===== src/glc_pkg.sv =====
// ---------------------------------------------------------------------------
// glc_pkg
// Types, codes and constants of the glyph cell cache.
// ---------------------------------------------------------------------------
`default_nettype none
package glc_pkg;

  localparam int CELLS = 256;
  localparam int IDX_W = $clog2(CELLS);
  localparam int CNT_W = $clog2(CELLS + 1);

  localparam int IN_DATA_W  = 96;
  localparam int OUT_DATA_W = 104;

  localparam logic [1:0] OP_LOOKUP = 2'd0;
  localparam logic [1:0] OP_PROBE  = 2'd1;
  localparam logic [1:0] OP_INSERT = 2'd2;

  localparam logic [2:0] ST_HIT   = 3'd0;
  localparam logic [2:0] ST_MISS  = 3'd1;
  localparam logic [2:0] ST_FREE  = 3'd2;
  localparam logic [2:0] ST_EVICT = 3'd3;
  localparam logic [2:0] ST_GROW  = 3'd4;
  localparam logic [2:0] ST_DROP  = 3'd5;

  localparam logic [2:0] REG_CELL_COUNT   = 3'd0;
  localparam logic [2:0] REG_COLUMNS      = 3'd1;
  localparam logic [2:0] REG_CELL_WIDTH   = 3'd2;
  localparam logic [2:0] REG_CELL_HEIGHT  = 3'd3;
  localparam logic [2:0] REG_ATLAS_WIDTH  = 3'd4;
  localparam logic [2:0] REG_ATLAS_HEIGHT = 3'd5;
  localparam logic [2:0] REG_MAX_WIDTH    = 3'd6;
  localparam logic [2:0] REG_MAX_HEIGHT   = 3'd7;

  typedef struct packed {
    logic [8:0]  cell_count;
    logic [8:0]  columns;
    logic [10:0] tile_w;
    logic [10:0] tile_h;
    logic [15:0] atlas_width;
    logic [15:0] atlas_height;
    logic [15:0] w_limit;
    logic [15:0] h_limit;
  } cfg_t;

  typedef enum logic [1:0] {
    KIND_NONE,
    KIND_FREE,
    KIND_SCAN
  } kind_t;

  typedef enum logic [2:0] {
    S_IDLE,
    S_DECIDE,
    S_SCAN,
    S_DRAIN,
    S_RESOLVE,
    S_DIV,
    S_OUT
  } state_t;

  typedef struct packed {
    logic load;
    logic decide;
    logic scan;
    logic resolve;
    logic div_step;
    logic out_load;
  } cmd_t;

  typedef struct packed {
    kind_t kind;
    logic  scan_last;
    logic  has_pos;
    logic  div_done;
    logic  out_free;
  } stat_t;

endpackage
`default_nettype wire


===== src/glc_regs.sv =====
// ---------------------------------------------------------------------------
// glc_regs
// APB configuration registers with read-back.
// ---------------------------------------------------------------------------
`default_nettype none
module glc_regs (
  input  wire logic         clk,
  input  wire logic         rst_n,
  input  wire logic         psel,
  input  wire logic         penable,
  input  wire logic         pwrite,
  input  wire logic [4:0]   paddr,
  input  wire logic [31:0]  pwdata,
  output logic [31:0]       prdata,
  output glc_pkg::cfg_t     cfg
);
  import glc_pkg::*;

  cfg_t       cfg_r;
  logic [2:0] sel;
  logic       wr;

  assign sel = paddr[4:2];
  assign wr  = psel & penable & pwrite;
  assign cfg = cfg_r;

  always_ff @(posedge clk) begin
    if (!rst_n) begin
      cfg_r.cell_count   <= 9'd256;
      cfg_r.columns      <= 9'd16;
      cfg_r.tile_w       <= 11'd32;
      cfg_r.tile_h       <= 11'd32;
      cfg_r.atlas_width  <= 16'd512;
      cfg_r.atlas_height <= 16'd512;
      cfg_r.w_limit      <= 16'd512;
      cfg_r.h_limit      <= 16'd512;
    end else if (wr) begin
      unique case (sel)
        REG_CELL_COUNT:   cfg_r.cell_count   <= pwdata[8:0];
        REG_COLUMNS:      cfg_r.columns      <= pwdata[8:0];
        REG_CELL_WIDTH:   cfg_r.tile_w       <= pwdata[10:0];
        REG_CELL_HEIGHT:  cfg_r.tile_h       <= pwdata[10:0];
        REG_ATLAS_WIDTH:  cfg_r.atlas_width  <= pwdata[15:0];
        REG_ATLAS_HEIGHT: cfg_r.atlas_height <= pwdata[15:0];
        REG_MAX_WIDTH:    cfg_r.w_limit      <= pwdata[15:0];
        REG_MAX_HEIGHT:   cfg_r.h_limit      <= pwdata[15:0];
        default: ;
      endcase
    end
  end

  always_comb begin
    unique case (sel)
      REG_CELL_COUNT:   prdata = {23'd0, cfg_r.cell_count};
      REG_COLUMNS:      prdata = {23'd0, cfg_r.columns};
      REG_CELL_WIDTH:   prdata = {21'd0, cfg_r.tile_w};
      REG_CELL_HEIGHT:  prdata = {21'd0, cfg_r.tile_h};
      REG_ATLAS_WIDTH:  prdata = {16'd0, cfg_r.atlas_width};
      REG_ATLAS_HEIGHT: prdata = {16'd0, cfg_r.atlas_height};
      REG_MAX_WIDTH:    prdata = {16'd0, cfg_r.w_limit};
      REG_MAX_HEIGHT:   prdata = {16'd0, cfg_r.h_limit};
      default:          prdata = 32'd0;
    endcase
  end

endmodule
`default_nettype wire


===== config.mk =====
export PLATFORM = sky130hd
export DESIGN_NAME = glc_regs
export DESIGN_NICKNAME = d
export VERILOG_FILES = /design/src/glc_pkg.sv /design/src/glc_regs.sv
export SDC_FILE = /design/constraint.sdc
export NUM_CORES = 1
export LEC_CHECK = 0
export BUFFER_PORTS_ARGS = -buffer_cell sky130_fd_sc_hd__buf_2
export CORE_UTILIZATION = 35
export CTS_BUF_LIST = sky130_fd_sc_hd__clkbuf_2 sky130_fd_sc_hd__clkbuf_4 sky130_fd_sc_hd__clkbuf_8
export DETAILED_ROUTE_END_ITERATION = 10
export GPL_ROUTABILITY_DRIVEN = 0
export SLEW_MARGIN = 20
export SYNTH_ARGS = -nofsm -noshare
export SYNTH_HDL_FRONTEND = slang
export SYNTH_SLANG_ARGS = --single-unit

===== constraint.sdc =====
create_clock -name clk -period 1.5 [get_ports clk]
set_clock_uncertainty 0.1 [all_clocks]
set_input_delay 0 -clock clk [delete_from_list [all_inputs] [get_ports clk]]
set_output_delay 0 -clock clk [all_outputs]
set_load 0.01 [all_outputs]

# == Word-level counts from Yosys, hierarchy flattened ==
# Index checks and enable logic that the tools add are counted.
# totals
regBits,104
output_inout_bits,136
# classes
eq_ne,7
n_mux,1
bitwise,2
n_reduce_logical,9
# ops
operator,count
$pmux W32 S8,1
$reduce_and A2 Y1,8
$eq A3 B3 Y1 const B,4
$eq A3 B2 Y1 const B,2
$eq A3 B1 Y1 const B,1
$logic_not A3 Y1,1
$and A1 B1 Y1,2

# == Logic depth before layout (Yosys ltp) ==
# logic_depth
word_depth,3
mapped_depth,7
mapped_depth_nobuf,4

# == Worst setup path before layout ==
# No wires, ideal clock.
# synth_path
path_type,input to register
from,input paddr[3]
to,"register cfg_r, in the netlist cfg[103]"
setup_time_ns,0.128
arrival_time_ns,1.125
t_required_ns,1.272
path_slack_ns,0.147
stages,6
cell_sequence,buf_2 > nand4b_4 > or3_1 > buf_2 > mux2i_1 > nand2_1
# synth_between
elab_chain_cells,2
# synth_rtl
item,line,text
"start, declared",glc_regs.sv:12,"input wire logic [4:0] paddr,"
$logic_not A3 Y1,glc_regs.sv:38,unique case (sel)
$reduce_and A2 Y1 (no source line),-,
"end, declared",glc_regs.sv:19,cfg_t cfg_r;
# No other way between the ends.
# A chain may end at the register's enable or synchronous reset.

# == Worst setup path after layout ==
# layout_path
from,"register cfg_r, in the netlist cfg[32]"
to,output prdata[0]
# layout_between
elab_chain_cells,1
# layout_rtl
item,line,text
$pmux W32 S8,glc_regs.sv:53,unique case (sel)
"end, declared",glc_regs.sv:14,"output logic [31:0] prdata,"
# No other way between the ends. The select of a mux whose other input is x is not followed.

==> run metrics <==
Final ANT Viol Nets=0; utilization after layout=49.21%; ANT cells=0; clock share of power=36.4%; final worst-path cycle share=117.0%; Setup WS post-layout=-0.2557 ns; status=finished, violations left; crit path DAT=1.66 ns; Switching Fraction=25.81%; drt first pass iters=8; f_max=569.6 MHz; Worst setup EP type=output pin; Die W=121.3 microns; Starting DRT DRC Count=388; Core Rows=43; Synth Flop Type=dfxtp_1; CTS tree=yes; clk buf depth=2; maximum vdd drop=434.8 uV; CTS Root Cell=clkbuf_8; Slew HR=56.32%; vias in the first global route=4,583; via/cell ratio=5.090; Post-synth ARST share=0%; full die area=14,720 sq um; main combinational cell family by area after synthesis=compound AO/OA/AOI/OAI gates; setup violators final=15; dpl cells=866; most frequent cells after synthesis=104 x dfxtp_1, 104 x nand2_1, 62 x a21boi_1; Worst-Margin Slew=0.6552 ns; sequential share of the synthesized area=41.78%; Via Count=4,744; Place WS=-0.04463 ns; power per cell area=778.9 nW/um^2; Flop pwr share=52.6%; overall routing resource usage=22.75%; clk_lat worst skew=0.39 ns; Gate power share=11.0%; WP data required=1.40 ns; clk slew on worst S/H paths=0.10 ns; syn avg cell area=8.915 sq um; WL per Instance=17.53 microns; Yosys warning count=0; Final Hold Vio Count=0; largest net degree at the start of global routing=47; Worst Path Max Fanout=2; H-tree lvl count=3; number of max-cap violations=0; initial antenna violation count=0; CTS sink count=104; layout cell share with drive strength beyond 1=40.43%; Total Routed Length=16,340 microns; Synth Register Bits=104; Post-Synthesis Cells=559; Synth cell types=40; P_leak=0.002984 uW; cell taking the most area after synthesis=dfxtp_1; core box area=13,880 sq um; top post-synthesis cells by area=dfxtp_1 42%, mux2i_1 9.4%, a21boi_1 9.3%, nand2_1 7.8%, nor2b_1 4.4%; unrepaired setup endpoints after global routing=true; Post-Synth Simple-Gate Area=17.78%; Die Span Y=121.3 microns; post-synthesis mux area share=14.64%; Tmin final=1.756 ns; Largest register FFs=104; number of flops mapped to enable cells by yosys=0; final cell count without fillers=932; CTS Buf Count=9; Adder-Cell Fraction of Synth Area=0%; dpl hpwl=11,450 microns; global-route wire length before repair=25,140 microns; Hold Path Class=in2reg; Crit Path Category=reg2out; startpoint types=register; DRC=0; area delta synth->final=37.06%; synthesized area=4984 sq um; top-area cell type share of the netlist area=41.78%; xor/xnor share of the synthesized area=0%; Final nets=789; Synth Area in Compound Gates=18.33%; net switching power figure=1373 uW; Pint=3947 uW; Initial Util=35.90%; Final Max Slew Viols=0; I/O Buffers=143; failing checks=negative setup slack; total congestion overflow=0; I/O pin count=178
[final cells by class]
| cell class | count | area (sq um) |
|---|---|---|
| inverter | 8 | 30.03 |
| multi-input combinational | 395 | 2686 |
| sequential | 104 | 2135 |
| fill | 1291 | 7051 |
| clock inverter | 4 | 51.30 |
| clock buffer | 12 | 165.2 |
| timing repair buffer | 229 | 1538 |
| tap | 180 | 225.2 |
[stage by stage]
stage	area [sq um]	TNS, ns	total power [uW]	hold WS, ns
final	6830	-2.281	5320	0.1037
after global routing	6830	-3.162	5523	0.1247
after CTS	6751	-2.480	5336	0.09224
after detailed placement	6025	-0.1681	3382	0.1827
after global placement	6025	0	3375	0.1747
after floorplan	5040	0	3193	0.02397
[worst paths after layout]
path / from / to / slack, ns / cells after the start
worst min register to register: cfg[8] / cfg[8] / 0.37 / 2
worst min-delay path: penable / cfg[36] / 0.10 / 6
worst max-delay path: cfg[32] / prdata[0] / -0.26 / 5
worst max register to register: cfg[13] / cfg[13] / 0.63 / 4
[routing by layer]
metal | routed length, microns | track usage [%]
met3 | 864 | 3.336
met4 | 483 | 10.65
met2 | 7647 | 36.22
met1 | 7342 | 30.14
met5 | 0 | 0
[power by group through the flow]
stage / logic (uW) / clock network [uW] / registers (uW)
after global routing: 633 / 2090 / 2800
after detailed placement: 520 / 0 / 2860
after global placement: 514 / 0 / 2860
final: 588 / 1940 / 2800
after floorplan: 326 / 0 / 2870
after CTS: 582 / 1960 / 2800
[cells in the final DEF (no fill, tap or decap), types with 8 or more instances in the layout]
master	synthesis	final
a21boi_1	62	62
mux2_4	0	8
buf_4	20	59
nand2_1	104	104
dlygate4sd3_1	0	18
conb_1	1	16
dfxtp_1	104	62
buf_12	0	9
o21ai_1	22	22
clkbuf_8	0	12
dfxtp_2	0	42
a22o_1	9	9
buf_2	10	140
nor2_1	21	20
mux2i_1	47	47
o21ai_0	13	13
inv_1	8	8
nor2b_1	35	35
[cell families after synthesis]
group | count (synthesis)
AOI/OAI and AO/OA | 130
DFF | 104
buffers and inverters | 75
and+or+nand+nor | 186
muxes | 63
other | 1
[repair_timing]
| action | 4_1_cts | 5_1_grt |
|---|---|---|
| endpoints found under the setup margin | 15 | 16 |
| buffers inserted | 26 | 6 |
| hold buffers | 18 | 0 |
| pin swaps | 11 | 6 |
| gates resized for setup | 59 | 14 |
| endpoints found under the hold margin | 104 | 0 |
[critical path, stage by stage, from the launching register on]
cell      delay, ns
dfxtp_2        0.34
mux2_4         0.29
a22o_1         0.20
a221oi_2       0.22
nor2_1         0.07
buf_2          0.14
(Power assumes the default switching activity.)
