### src/glc_pkg.sv
// ---------------------------------------------------------------------------
// glc_pkg
// Types, codes and constants of the glyph cell cache.
// ---------------------------------------------------------------------------
`default_nettype none
package glc_pkg;

  localparam int CELLS = 256;
  localparam int IDX_W = $clog2(CELLS);
  localparam int CNT_W = $clog2(CELLS + 1);

  localparam int IN_DATA_W  = 96;
  localparam int OUT_DATA_W = 104;

  localparam logic [1:0] OP_LOOKUP = 2'd0;
  localparam logic [1:0] OP_PROBE  = 2'd1;
  localparam logic [1:0] OP_INSERT = 2'd2;

  localparam logic [2:0] ST_HIT   = 3'd0;
  localparam logic [2:0] ST_MISS  = 3'd1;
  localparam logic [2:0] ST_FREE  = 3'd2;
  localparam logic [2:0] ST_EVICT = 3'd3;
  localparam logic [2:0] ST_GROW  = 3'd4;
  localparam logic [2:0] ST_DROP  = 3'd5;

  localparam logic [2:0] REG_CELL_COUNT   = 3'd0;
  localparam logic [2:0] REG_COLUMNS      = 3'd1;
  localparam logic [2:0] REG_CELL_WIDTH   = 3'd2;
  localparam logic [2:0] REG_CELL_HEIGHT  = 3'd3;
  localparam logic [2:0] REG_ATLAS_WIDTH  = 3'd4;
  localparam logic [2:0] REG_ATLAS_HEIGHT = 3'd5;
  localparam logic [2:0] REG_MAX_WIDTH    = 3'd6;
  localparam logic [2:0] REG_MAX_HEIGHT   = 3'd7;

  typedef struct packed {
    logic [8:0]  cell_count;
    logic [8:0]  columns;
    logic [10:0] tile_w;
    logic [10:0] tile_h;
    logic [15:0] atlas_width;
    logic [15:0] atlas_height;
    logic [15:0] w_limit;
    logic [15:0] h_limit;
  } cfg_t;

  typedef enum logic [1:0] {
    KIND_NONE,
    KIND_FREE,
    KIND_SCAN
  } kind_t;

  typedef enum logic [2:0] {
    S_IDLE,
    S_DECIDE,
    S_SCAN,
    S_DRAIN,
    S_RESOLVE,
    S_DIV,
    S_OUT
  } state_t;

  typedef struct packed {
    logic load;
    logic decide;
    logic scan;
    logic resolve;
    logic div_step;
    logic out_load;
  } cmd_t;

  typedef struct packed {
    kind_t kind;
    logic  scan_last;
    logic  has_pos;
    logic  div_done;
    logic  out_free;
  } stat_t;

endpackage
`default_nettype wire

### src/glc_ctrl.sv
// ---------------------------------------------------------------------------
// glc_ctrl
// Request sequencer: decide, scan, drain, resolve, divide, deliver.
// ---------------------------------------------------------------------------
`default_nettype none
module glc_ctrl (
  input  wire logic           clk,
  input  wire logic           rst_n,
  input  wire logic           in_tvalid,
  output logic                in_tready,
  input  wire glc_pkg::stat_t stat,
  output glc_pkg::cmd_t       cmd
);
  import glc_pkg::*;

  state_t state_r, state_nxt;

  always_ff @(posedge clk) begin
    if (!rst_n) state_r <= S_IDLE;
    else        state_r <= state_nxt;
  end

  always_comb begin
    state_nxt = state_r;
    unique case (state_r)
      S_IDLE:    if (in_tvalid) state_nxt = S_DECIDE;
      S_DECIDE: begin
        unique case (stat.kind)
          KIND_FREE: state_nxt = S_DIV;
          KIND_SCAN: state_nxt = S_SCAN;
          default:   state_nxt = S_OUT;
        endcase
      end
      S_SCAN:    if (stat.scan_last) state_nxt = S_DRAIN;
      S_DRAIN:   state_nxt = S_RESOLVE;
      S_RESOLVE: state_nxt = stat.has_pos ? S_DIV : S_OUT;
      S_DIV:     if (stat.div_done) state_nxt = S_OUT;
      S_OUT:     if (stat.out_free) state_nxt = S_IDLE;
      default:   state_nxt = S_IDLE;
    endcase
  end

  always_comb begin
    cmd          = '0;
    in_tready    = 1'b0;
    unique case (state_r)
      S_IDLE: begin
        in_tready = 1'b1;
        cmd.load  = in_tvalid;
      end
      S_DECIDE:  cmd.decide   = 1'b1;
      S_SCAN:    cmd.scan     = 1'b1;
      S_RESOLVE: cmd.resolve  = 1'b1;
      S_DIV:     cmd.div_step = 1'b1;
      S_OUT:     cmd.out_load = stat.out_free;
      default: ;
    endcase
  end

endmodule
`default_nettype wire

### config.mk
export PLATFORM = sky130hd
export DESIGN_NAME = glc_ctrl
export DESIGN_NICKNAME = d
export VERILOG_FILES = /design/src/glc_pkg.sv /design/src/glc_ctrl.sv
export SDC_FILE = /design/constraint.sdc
export NUM_CORES = 1
export LEC_CHECK = 0
export BUFFER_PORTS_ARGS = -buffer_cell sky130_fd_sc_hd__buf_2
export CAP_MARGIN = 20
export CORE_AREA = 2 2 39 41
export CTS_CLUSTER_DIAMETER = 60
export CTS_CLUSTER_SIZE = 30
export DETAILED_ROUTE_END_ITERATION = 12
export DIE_AREA = 0 0 41 43
export MAX_ROUTING_LAYER = met4
export PLACE_DENSITY = 0.47
export SLEW_MARGIN = 20
export SYNTH_ARGS = -nofsm -noshare
export SYNTH_HDL_FRONTEND = slang
export SYNTH_SLANG_ARGS = --single-unit
### constraint.sdc
create_clock -name clk -period 1.4 [get_ports clk]
set_input_delay 0 -clock clk [delete_from_list [all_inputs] [get_ports clk]]
set_output_delay 0 -clock clk [all_outputs]
set_load 0.1 [all_outputs]
After elaboration in Yosys (flattened, before gate mapping)
Index checks and enable logic that the tools add are counted.
Widths: inputs -> output; s select.
- logic and storage cells: 29
- register bits after elaboration: 3
- output and inout port bits: 7
- reductions and logical operators: 2
- mux-type cells: 14
- equality and inequality tests: 12
- operators with widths (kind ; number):
    $pmux 3 s7 ; 1
    $mux 3 ; 4
    $eq 3x3->1 const B ; 3
    $ne 2x2->1 const B ; 4
    $mux 1 ; 7
    $eq 3x2->1 const B ; 2
    $pmux 3 s2 ; 1
    $reduce_and 4->1 ; 1
    $eq 3x1->1 const B ; 1
    $logic_not 3->1 ; 1
    $eq 2x1->1 const B ; 1
    $eq 2x2->1 const B ; 1
    $mux 2 ; 1

Depth between registers and ports, before layout
Gate-level depths: netlist of run 1.
- depth in word-level cells: 3
- gate-level depth with buffers: 4
- depth with buffers taken out: 3

Worst setup path before layout of run 1
No wires, ideal clock.
- kind: reg2out
- start: reg state_r[1]
- end: out cmd[5] (netlist bit)
- arrival: 3.558 ns
- slack: -2.158 ns
- cell stages (with the launch flop): 4
- required time: 1.400 ns
- path buffers: 1
- cells stage by stage: dfxtp_1 -> clkbuf_1 -> nor3_1 -> and2_1
- RTL lines (what ; line ; source):
    from (decl) ; glc_ctrl.sv:16 ; state_t state_r, state_nxt;
    from (signal assigned) ; glc_ctrl.sv:20 ; else state_r <= state_nxt;
    to (decl) ; glc_ctrl.sv:12 ; output glc_pkg::cmd_t cmd

==> reports/qor.txt, run 1 <==
placed insts: 66
clock tree buffer depth: 2
Clock Latency Late Sink: 0.25 ns
unrepaired setup endpoints after global routing: no
Netlist cell types: 22
Iter 0 DRT Violations: 11
number of port buffers: 15
Biggest register: state_r
P_leak: 0.229 nW
Area Overhead vs Synth: 124%
critical path arrival: 1.34 ns
layout cells sized above 1: 64.8%
Setup crit start kind: flop
via count of the first global-routing pass: 319
initial antenna violation count: 0
worst min path class: input port to flop
Die Width: 41 um
CP startpoint: state_r[0]$_SDFFE_PN0P_
Worst EP required: 1.40 ns
main flop type after synthesis: dfxtp_1
drt wl/cell: 11.0 um
chip height: 43 um
max reg flops: 3
Final period util: 95.8%
CTS tree: built
number of vias per cell: 4.61
Starting Density: 17.9%
mapped cell area: 248 um2
Post-CTS Hold Fix Bufs: 0
HP Start: stat[3]
Max VDD drop: 0.723 mV
CP peak stage delay: 0.50 ns
clk root buf: clkbuf_4
post-synth top area share: 24.2%
CTS Buf Count: 3
YS warnings: 0
first-pass GRT wire length: 1.37 mm
min Tclk post-route: 1.34 ns
Tot GR Track Use: 12.0%
number of synthesized flops with an enable pin: 0
Worst-Margin Slew: 0.314 ns
largest net degree at the start of global routing: 11
FFs w/ async S/R, synth: 0%
max-slew violation count: 0
Synth Area per Inst: 7.74 um2
vias: 323
Layout Utilization: 40.1%
total length of routed wires: 769 um
Mapped Nets: 41
Synth Instances: 32
status: complete, no violations
Core Region: 1380 um2
CP endpoint: cmd[4]
DRC: 0
dpl hpwl: 622 um
Worst Skew: 0.00788 ns
FMAX: 0.746 GHz
count of final hold-check violations: 0
largest cells by area after synthesis: dfxtp_1 24%, mux4_2 9.1%, nor3_1 8.1%, nor2b_1 7.6%, o221a_2 4.5%
Post-CTS Setup Inserts: 0
Antenna Violating Nets Remaining: 0
GPL Wtd Cong: 0.850
Nets: 64
R2R Setup Slk: 0.17 ns
FF-to-FF End: state_r[1]$_SDFFE_PN0P_
reg2reg start: state_r[2]$_SDFFE_PN0P_
cell with the most instances after synthesis: nor3_1
TritonRoute pass-1 iters: 4
Worst slew margin: 79.0%
cell chain of the critical path: nand2b_1 > buf_4 > nor2_2 > buf_12
slowest cell on the critical path: dfxtp_1
H-tree depth: 1
FF+latch count, synth: 3
sequential area share after synthesis: 24.2%
Hold WS: 0.0191 ns
top post-synthesis cells by count: 4 x nor3_1, 3 x dfxtp_1, 3 x nor2b_1
critical path class: flop to output pin
Reg2Reg Depth: 4
clk sinks: 3
Overall Power: 1.02 mW
P per Cell Area: 1840 nW/um2
GRT Residual Overflow: 0
Setup-failing EPs final: 0
Die ar.: 1760 um2
biggest regs: state_r: 3 flops
total I/O pin count: 16
CP Capture Type: output pin
Yosys top cell by area: dfxtp_1
# rows: 14
# Max-Cap Violations: 0
Resized cells post-CTS: 1
Worst-path clk slew: 0.04 ns
Antenna Cells: 0
crit path max fanout: 8
Non-Filler Instances: 70
==> placed cells by master (no fill, tap or decap) <==
cell      n
clkbuf_4  3
nor2_4    1
nand2b_1  1
mux4_2    1
and2_4    1
a32o_1    1
and3_4    1
o21ai_0   1
o211ai_1  1
nor2b_1   3
buf_12    7
nor3_4    3
o32ai_1   1
a31o_2    1
a31oi_1   1
o221a_2   1
dfxtp_2   1
nor3_1    1
nand2_1   2
dfxtp_1   2
buf_4     5
nor3b_1   1
inv_1     2
and3_1    1
buf_2     8
nor2_2    1
inv_2     1
clkbuf_1  1
==> logic make-up (layout without fill, tap and decap cells) <==
family / count (synthesis) / after routing / synth area share, %
DFF: 3 / 3 / 24.2
AOI/OAI and AO/OA: 7 / 7 / 23.2
muxes: 1 / 1 / 9.09
and+or+nand+nor: 16 / 16 / 35.4
buffers and inverters: 5 / 27 / 8.08
==> worst min path at each step <==
stage	endpoint	slack, ns	cells past startpoint
after floorplan	state_r[2]$_SDFFE_PN0P_	0.15	1
after CTS	state_r[0]$_SDFFE_PN0P_	0.02	2
after global routing	state_r[0]$_SDFFE_PN0P_	0.03	2
after global placement	state_r[0]$_SDFFE_PN0P_	0.27	2
final	state_r[0]$_SDFFE_PN0P_	0.02	2
after detailed placement	state_r[0]$_SDFFE_PN0P_	0.27	2
==> critical path: cells and delay by family (launching register included) <==
kind | cells | cell delay [ns]
DFF | 1 | 0.50
and+or+nand+nor | 2 | 0.24
buffers and inverters | 2 | 0.35
==> through the flow <==
stage | cell area (um2) | setup TNS, ns | setup slack, ns
3_5_place_dp | 527 | 0 | 0.167
2_1_floorplan | 308 | -0.372 | -0.343
6_report | 554 | 0 | 0.0588
3_3_place_gp | 527 | 0 | 0.168
5_1_grt | 554 | 0 | 0.0187
4_1_cts | 554 | 0 | 0.0670
==> layer usage <==
layer | share of wire [%] | vias up | GRT usage, %
li1 | - | 162 | -
met1 | 41 | 149 | 14.7
met2 | 53 | 10 | 16.6
met3 | 3.4 | 2 | 1.57
met4 | 2.9 | 0 | 10.0
met5 | 0 | - | -
==> final cells by class <==
type	instances	area [um2]
Tap cell	16	20.0
Inverter	3	11.3
Timing Repair Buffer	20	218
Multi-Input combinational cell	24	218
Fill cell	148	830
Sequential cell	3	61.3
Clock buffer	4	26.3
==> report_power, final <==
group	switching (mW)	internal, mW
logic	0.429	0.277
clock network	0.0583	0.108
registers	0.0403	0.106
Note: power is estimated with default switching activity, not from simulation.
==> run 2: changes to the inputs <==
--- a/config.mk
+++ b/config.mk
@@ -5,6 +5,7 @@
 export SDC_FILE = /design/constraint.sdc
 export NUM_CORES = 1
 export LEC_CHECK = 0
+export ABC_AREA = 1
 export BUFFER_PORTS_ARGS = -buffer_cell sky130_fd_sc_hd__buf_2
 export CAP_MARGIN = 20
 export CORE_AREA = 2 2 39 41
@@ -13,7 +14,7 @@
 export DETAILED_ROUTE_END_ITERATION = 12
 export DIE_AREA = 0 0 41 43
 export MAX_ROUTING_LAYER = met4
-export PLACE_DENSITY = 0.47
+export PLACE_DENSITY = 0.56
 export SLEW_MARGIN = 20
 export SYNTH_ARGS = -nofsm -noshare
 export SYNTH_HDL_FRONTEND = slang
==> reports/qor.txt, run 2 <==
post-synth top area share: 16.4%
Setup-failing EPs final: 0
Iter 0 DRT Violations: 2
clk root buf: clkbuf_4
FF+latch count, synth: 3
Netlist cell types: 22
fin area: 632 um2
YS warnings: 0
CP startpoint: state_r[2]$_SDFFE_PN0P_
Die Width: 41 um
TritonRoute pass-1 iters: 3
number of port buffers: 15
first-pass GRT wire length: 1.54 mm
highest metal used: met3
largest net degree at the start of global routing: 9
critical path class: flop to output pin
placed insts: 89
Biggest register: state_r
chip height: 43 um
Simple-Gate Fraction of Synth Area: 53.1%
via count of the first global-routing pass: 420
Worst-path clk slew: 0.04 ns
Worst-Margin Slew: 0.261 ns
cell chain of the critical path: inv_2 > nand2_1 > inv_1 > buf_12
main flop type after synthesis: dfxtp_1
Starting Density: 26.4%
H-tree depth: 1
CTS tree: built
dpl cell area: 602 um2
setup ws final: 0.157 ns
number of vias per cell: 4.33
biggest regs: state_r: 3 flops
mapped cell area: 365 um2
vias: 403
CP peak stage delay: 0.45 ns
Adder-Cell Fraction of Synth Area: 0%
layout cells sized above 1: 57.1%
cell with the most instances after synthesis: nand2_1
Place WS: 0.105 ns
crit path max fanout: 8
Synth Area per Inst: 6.41 um2
compound-cell area share of the yosys netlist: 13.0%
reg2reg start: state_r[2]$_SDFFE_PN0P_
max reg flops: 3
FMAX: 0.804 GHz
routed wl met2: 484 um
Crit path max-delay family: flip-flops
Worst slew margin: 82.6%
Core Region: 1380 um2
GPL Wtd Cong: 0.771
count of final hold-check violations: 0
Routed met1 length: 337 um
DRC: 0
Antenna Violating Nets Remaining: 0
mux contribution to synthesized area: 0%
largest family of logic cells by synthesized area: simple AND/OR/NAND/NOR gates
top post-synthesis cells by count: 13 x nand2_1, 8 x inv_1, 4 x nor2_1
Non-Filler Instances: 93
CTS Buf Count: 3
GRT Residual Overflow: 0
dpl hpwl: 711 um
number of synthesized flops with an enable pin: 0
initial antenna violation count: 0
most frequent cells in the layout: 13 x nand2_1, 8 x inv_1, 8 x buf_2
met3 routed WL: 39 um
Worst Skew: 0.00151 ns
slowest cell on the critical path: dfxtp_1
max-slew violation count: 0
Tot GR Track Use: 12.4%
total I/O pin count: 16
largest cells by area after synthesis: dfxtp_1 16%, nand2_1 13%, inv_1 8.2%, nor2_4 6.2%, nand3_2 5.5%
Mapped Nets: 66
Synth Instances: 57
Yosys top cell by area: dfxtp_1
Setup crit start kind: flop
drt wl/cell: 9.25 um
Area Overhead vs Synth: 72.9%
commonest non-fill, non-tap cell in the layout: nand2_1
post-synthesis xor/xnor area fraction: 0%
sequential area share after synthesis: 16.4%
Post-CTS Setup Inserts: 0
Clock Latency Late Sink: 0.22 ns
status: complete, no violations
clock tree buffer depth: 2
critical path arrival: 1.24 ns
WP buf/inv: 3
Worst EP required: 1.40 ns
# Max-Cap Violations: 0
CP Capture Type: output pin
unrepaired setup endpoints after global routing: no
Final period util: 88.8%
Antenna Cells: 0
# rows: 14
total length of routed wires: 860 um
FFs w/ async S/R, synth: 0%
Die ar.: 1760 um2
min Tclk post-route: 1.24 ns
HP Start: rst_n
Nets: 87
Hold WS: 0.0391 ns
worst min path class: input port to flop
clk sinks: 3
-- run 2: cell types whose count changed in the layout (fill, tap and decap cells not counted), sizes merged, moves of 2 or more --
cell   before  now
a21oi       0    4
and3        2    0
buf        20   18
inv         3   10
nand2       2   17
nand3       0    4
nor2        2    8
nor2b       3    0
nor3        4    2
o21ai       1    4
-- run 2: final timing paths --
| path | end | slack [ns] | depth (start not counted) |
|---|---|---|---|
| worst min register to register | state_r[1]$_SDFFE_PN0P_ | 0.57 | 2 |
| worst max register to register | state_r[0]$_SDFFE_PN0P_ | 0.20 | 6 |
| worst max-delay path | in_tready | 0.16 | 4 |
| worst min-delay path | state_r[2]$_SDFFE_PN0P_ | 0.04 | 3 |
-- run 2: final cells by class --
class | count | area [um2]
fill | 134 | 752
multi-input combinational | 41 | 275
clock buffer | 4 | 26.3
sequential | 3 | 62.6
timing repair buffer | 18 | 203
tap | 16 | 20.0
inverter | 11 | 45.0
-- run 2: per-layer routing --
layer	vias to the layer above	global-route usage (%)
li1	216	-
met1	177	14.8
met2	10	19.7
met3	0	0.524
met4	0	7.33
met5	-	-
-- run 2: cells by family after synthesis --
kind of cell | Yosys count
AND/OR/NAND/NOR | 33
flip-flops | 3
buffers and inverters | 13
AO/OA/AOI/OAI | 8
-- run 2: worst min-delay path: stages --
cell and delay [ns]:
buf_2 0.07, inv_1 0.06, a21oi_2 0.09
-- run 2: repair_timing --
action / 4_1_cts / 5_1_grt
hold buffers: 0 / 0
resized for setup: 0 / 2
setup endpoints to repair: 0 / 3
-- run 2: through the flow --
step	utilization [%]	TNS, ns
2_1_floorplan	-	-0.673
3_3_place_gp	43.5	0
3_5_place_dp	43.5	0
4_1_cts	45.4	0
5_1_grt	45.7	0
6_report	45.7	0
Power of run 2 is left out: the tool's default activity adds up to more than one toggle a clock period on the data nets, which glitch-free logic cannot reach.
==> run 3: changes to the inputs <==
--- a/config.mk
+++ b/config.mk
@@ -6,15 +6,15 @@
 export NUM_CORES = 1
 export LEC_CHECK = 0
 export ABC_AREA = 1
-export BUFFER_PORTS_ARGS = -buffer_cell sky130_fd_sc_hd__buf_2
 export CAP_MARGIN = 20
 export CORE_AREA = 2 2 39 41
 export CTS_CLUSTER_DIAMETER = 60
 export CTS_CLUSTER_SIZE = 30
 export DETAILED_ROUTE_END_ITERATION = 12
 export DIE_AREA = 0 0 41 43
+export DONT_BUFFER_PORTS = 1
 export MAX_ROUTING_LAYER = met4
-export PLACE_DENSITY = 0.56
+export PLACE_DENSITY = 0.46
 export SLEW_MARGIN = 20
 export SYNTH_ARGS = -nofsm -noshare
 export SYNTH_HDL_FRONTEND = slang
==> reports/qor.txt, run 3 (same netlist as run 2, synthesis figures left out) <==
status: complete, no violations
FF-to-FF End: state_r[1]$_SDFFE_PN0P_
R2R Setup Slk: 0.26 ns
total length of routed wires: 822 um
initial antenna violation count: 0
Worst-Margin Slew: 0.278 ns
number of port buffers: 0
CP startpoint: state_r[0]$_SDFFE_PN0P_
max reg flops: 3
biggest regs: state_r: 3 flops
Hold Path Depth: 4
largest net degree at the start of global routing: 9
setup TNS: 0 ns
clk sinks: 3
critical path class: flop to output pin
FMAX: 0.785 GHz
Tot GR Track Use: 12.7%
worst min path class: input port to flop
Setup crit start kind: flop
Area Overhead vs Synth: 59.6%
commonest non-fill, non-tap cell in the layout: nand2_1
GRT Residual Overflow: 0
fin area: 583 um2
Worst-path clk slew: 0.04 ns
DRC: 0
CTS Buf Count: 3
Worst slew margin: 81.6%
dpl hpwl: 705 um
Worst Skew: 0.00646 ns
Reg2Reg Depth: 6
# Max-Cap Violations: 0
Starting Density: 26.4%
Hold Path End: state_r[0]$_SDFFE_PN0P_
min Tclk post-route: 1.27 ns
Iter 0 DRT Violations: 7
layout cells sized above 1: 48.6%
count of final hold-check violations: 0
Biggest register: state_r
CTS tree: built
Worst EP required: 1.40 ns
placed insts: 80
total I/O pin count: 16
dpl cell area: 536 um2
drt wl/cell: 9.56 um
Antenna Violating Nets Remaining: 0
most frequent cells in the layout: 13 x nand2_1, 8 x inv_1, 5 x buf_12
Nets: 80
# rows: 14
clk root buf: clkbuf_4
HP Start: stat[2]
vias: 396
reg2reg start: state_r[0]$_SDFFE_PN0P_
Setup-failing EPs final: 0
chip height: 43 um
clock tree buffer depth: 2
via count of the first global-routing pass: 359
number of vias per cell: 4.60
Non-Filler Instances: 86
GPL Wtd Cong: 0.845
H-tree depth: 1
unrepaired setup endpoints after global routing: no
TritonRoute pass-1 iters: 4
Die ar.: 1760 um2
Clock Latency Late Sink: 0.23 ns
critical path arrival: 1.27 ns
Die Width: 41 um
Core Region: 1380 um2
CP Capture Type: output pin
Final period util: 91.0%
Antenna Cells: 0
max-slew violation count: 0
crit path max fanout: 8
first-pass GRT wire length: 1.50 mm
==> run 3: metrics by stage <==
| step | util (%) | hold slack (ns) | setup WS [ns] |
|---|---|---|---|
| after detailed placement | 38.7 | 0.181 | 0.0947 |
| after floorplan | - | 0.164 | -0.300 |
| after global routing | 42.1 | 0.0719 | 0.0513 |
| final | 42.1 | 0.0297 | 0.126 |
| after global placement | 38.7 | 0.184 | 0.128 |
| after CTS | 42.1 | 0.0181 | 0.117 |
==> run 3: cell type report <==
cell class | instances | area (um2)
clock buffer | 4 | 26.3
tap | 16 | 20.0
sequential | 3 | 62.6
multi-input combinational | 41 | 279
fill | 139 | 801
inverter | 11 | 45.0
timing repair buffer | 11 | 150
==> run 3: worst max-delay path by stage <==
stage / endpoint / slack (ns)
final: cmd[5] / 0.13
after global routing: in_tready / 0.05
after CTS: cmd[5] / 0.12
after detailed placement: state_r[1]$_SDFFE_PN0P_ / 0.09
after global placement: state_r[1]$_SDFFE_PN0P_ / 0.13
after floorplan: cmd[0] / -0.30
==> run 3: critical path, cell delays in order, from the launching register on <==
cell	delay (ns)
dfxtp_2	0.39
nor2_1	0.21
nand2_1	0.14
nor2_4	0.12
buf_12	0.18
==> run 3: metal layers <==
layer	GRT usage, %	wire [um]	up-vias	share of wire, %
met5	-	0	-	0
li1	-	-	206	-
met4	8.00	0	0	0
met1	18.0	358	175	44
met2	16.3	414	15	50
met3	1.57	49	0	6.0
==> run 3: what timing repair did <==
action | in CTS | in global routing
buffers inserted | 0 | 0
endpoints found under the hold margin | 3 | 0
resized for setup | 1 | 0
hold buffers | 2 | 0
setup endpoints to repair | 1 | 0
Power of run 3 is left out for the same reason.
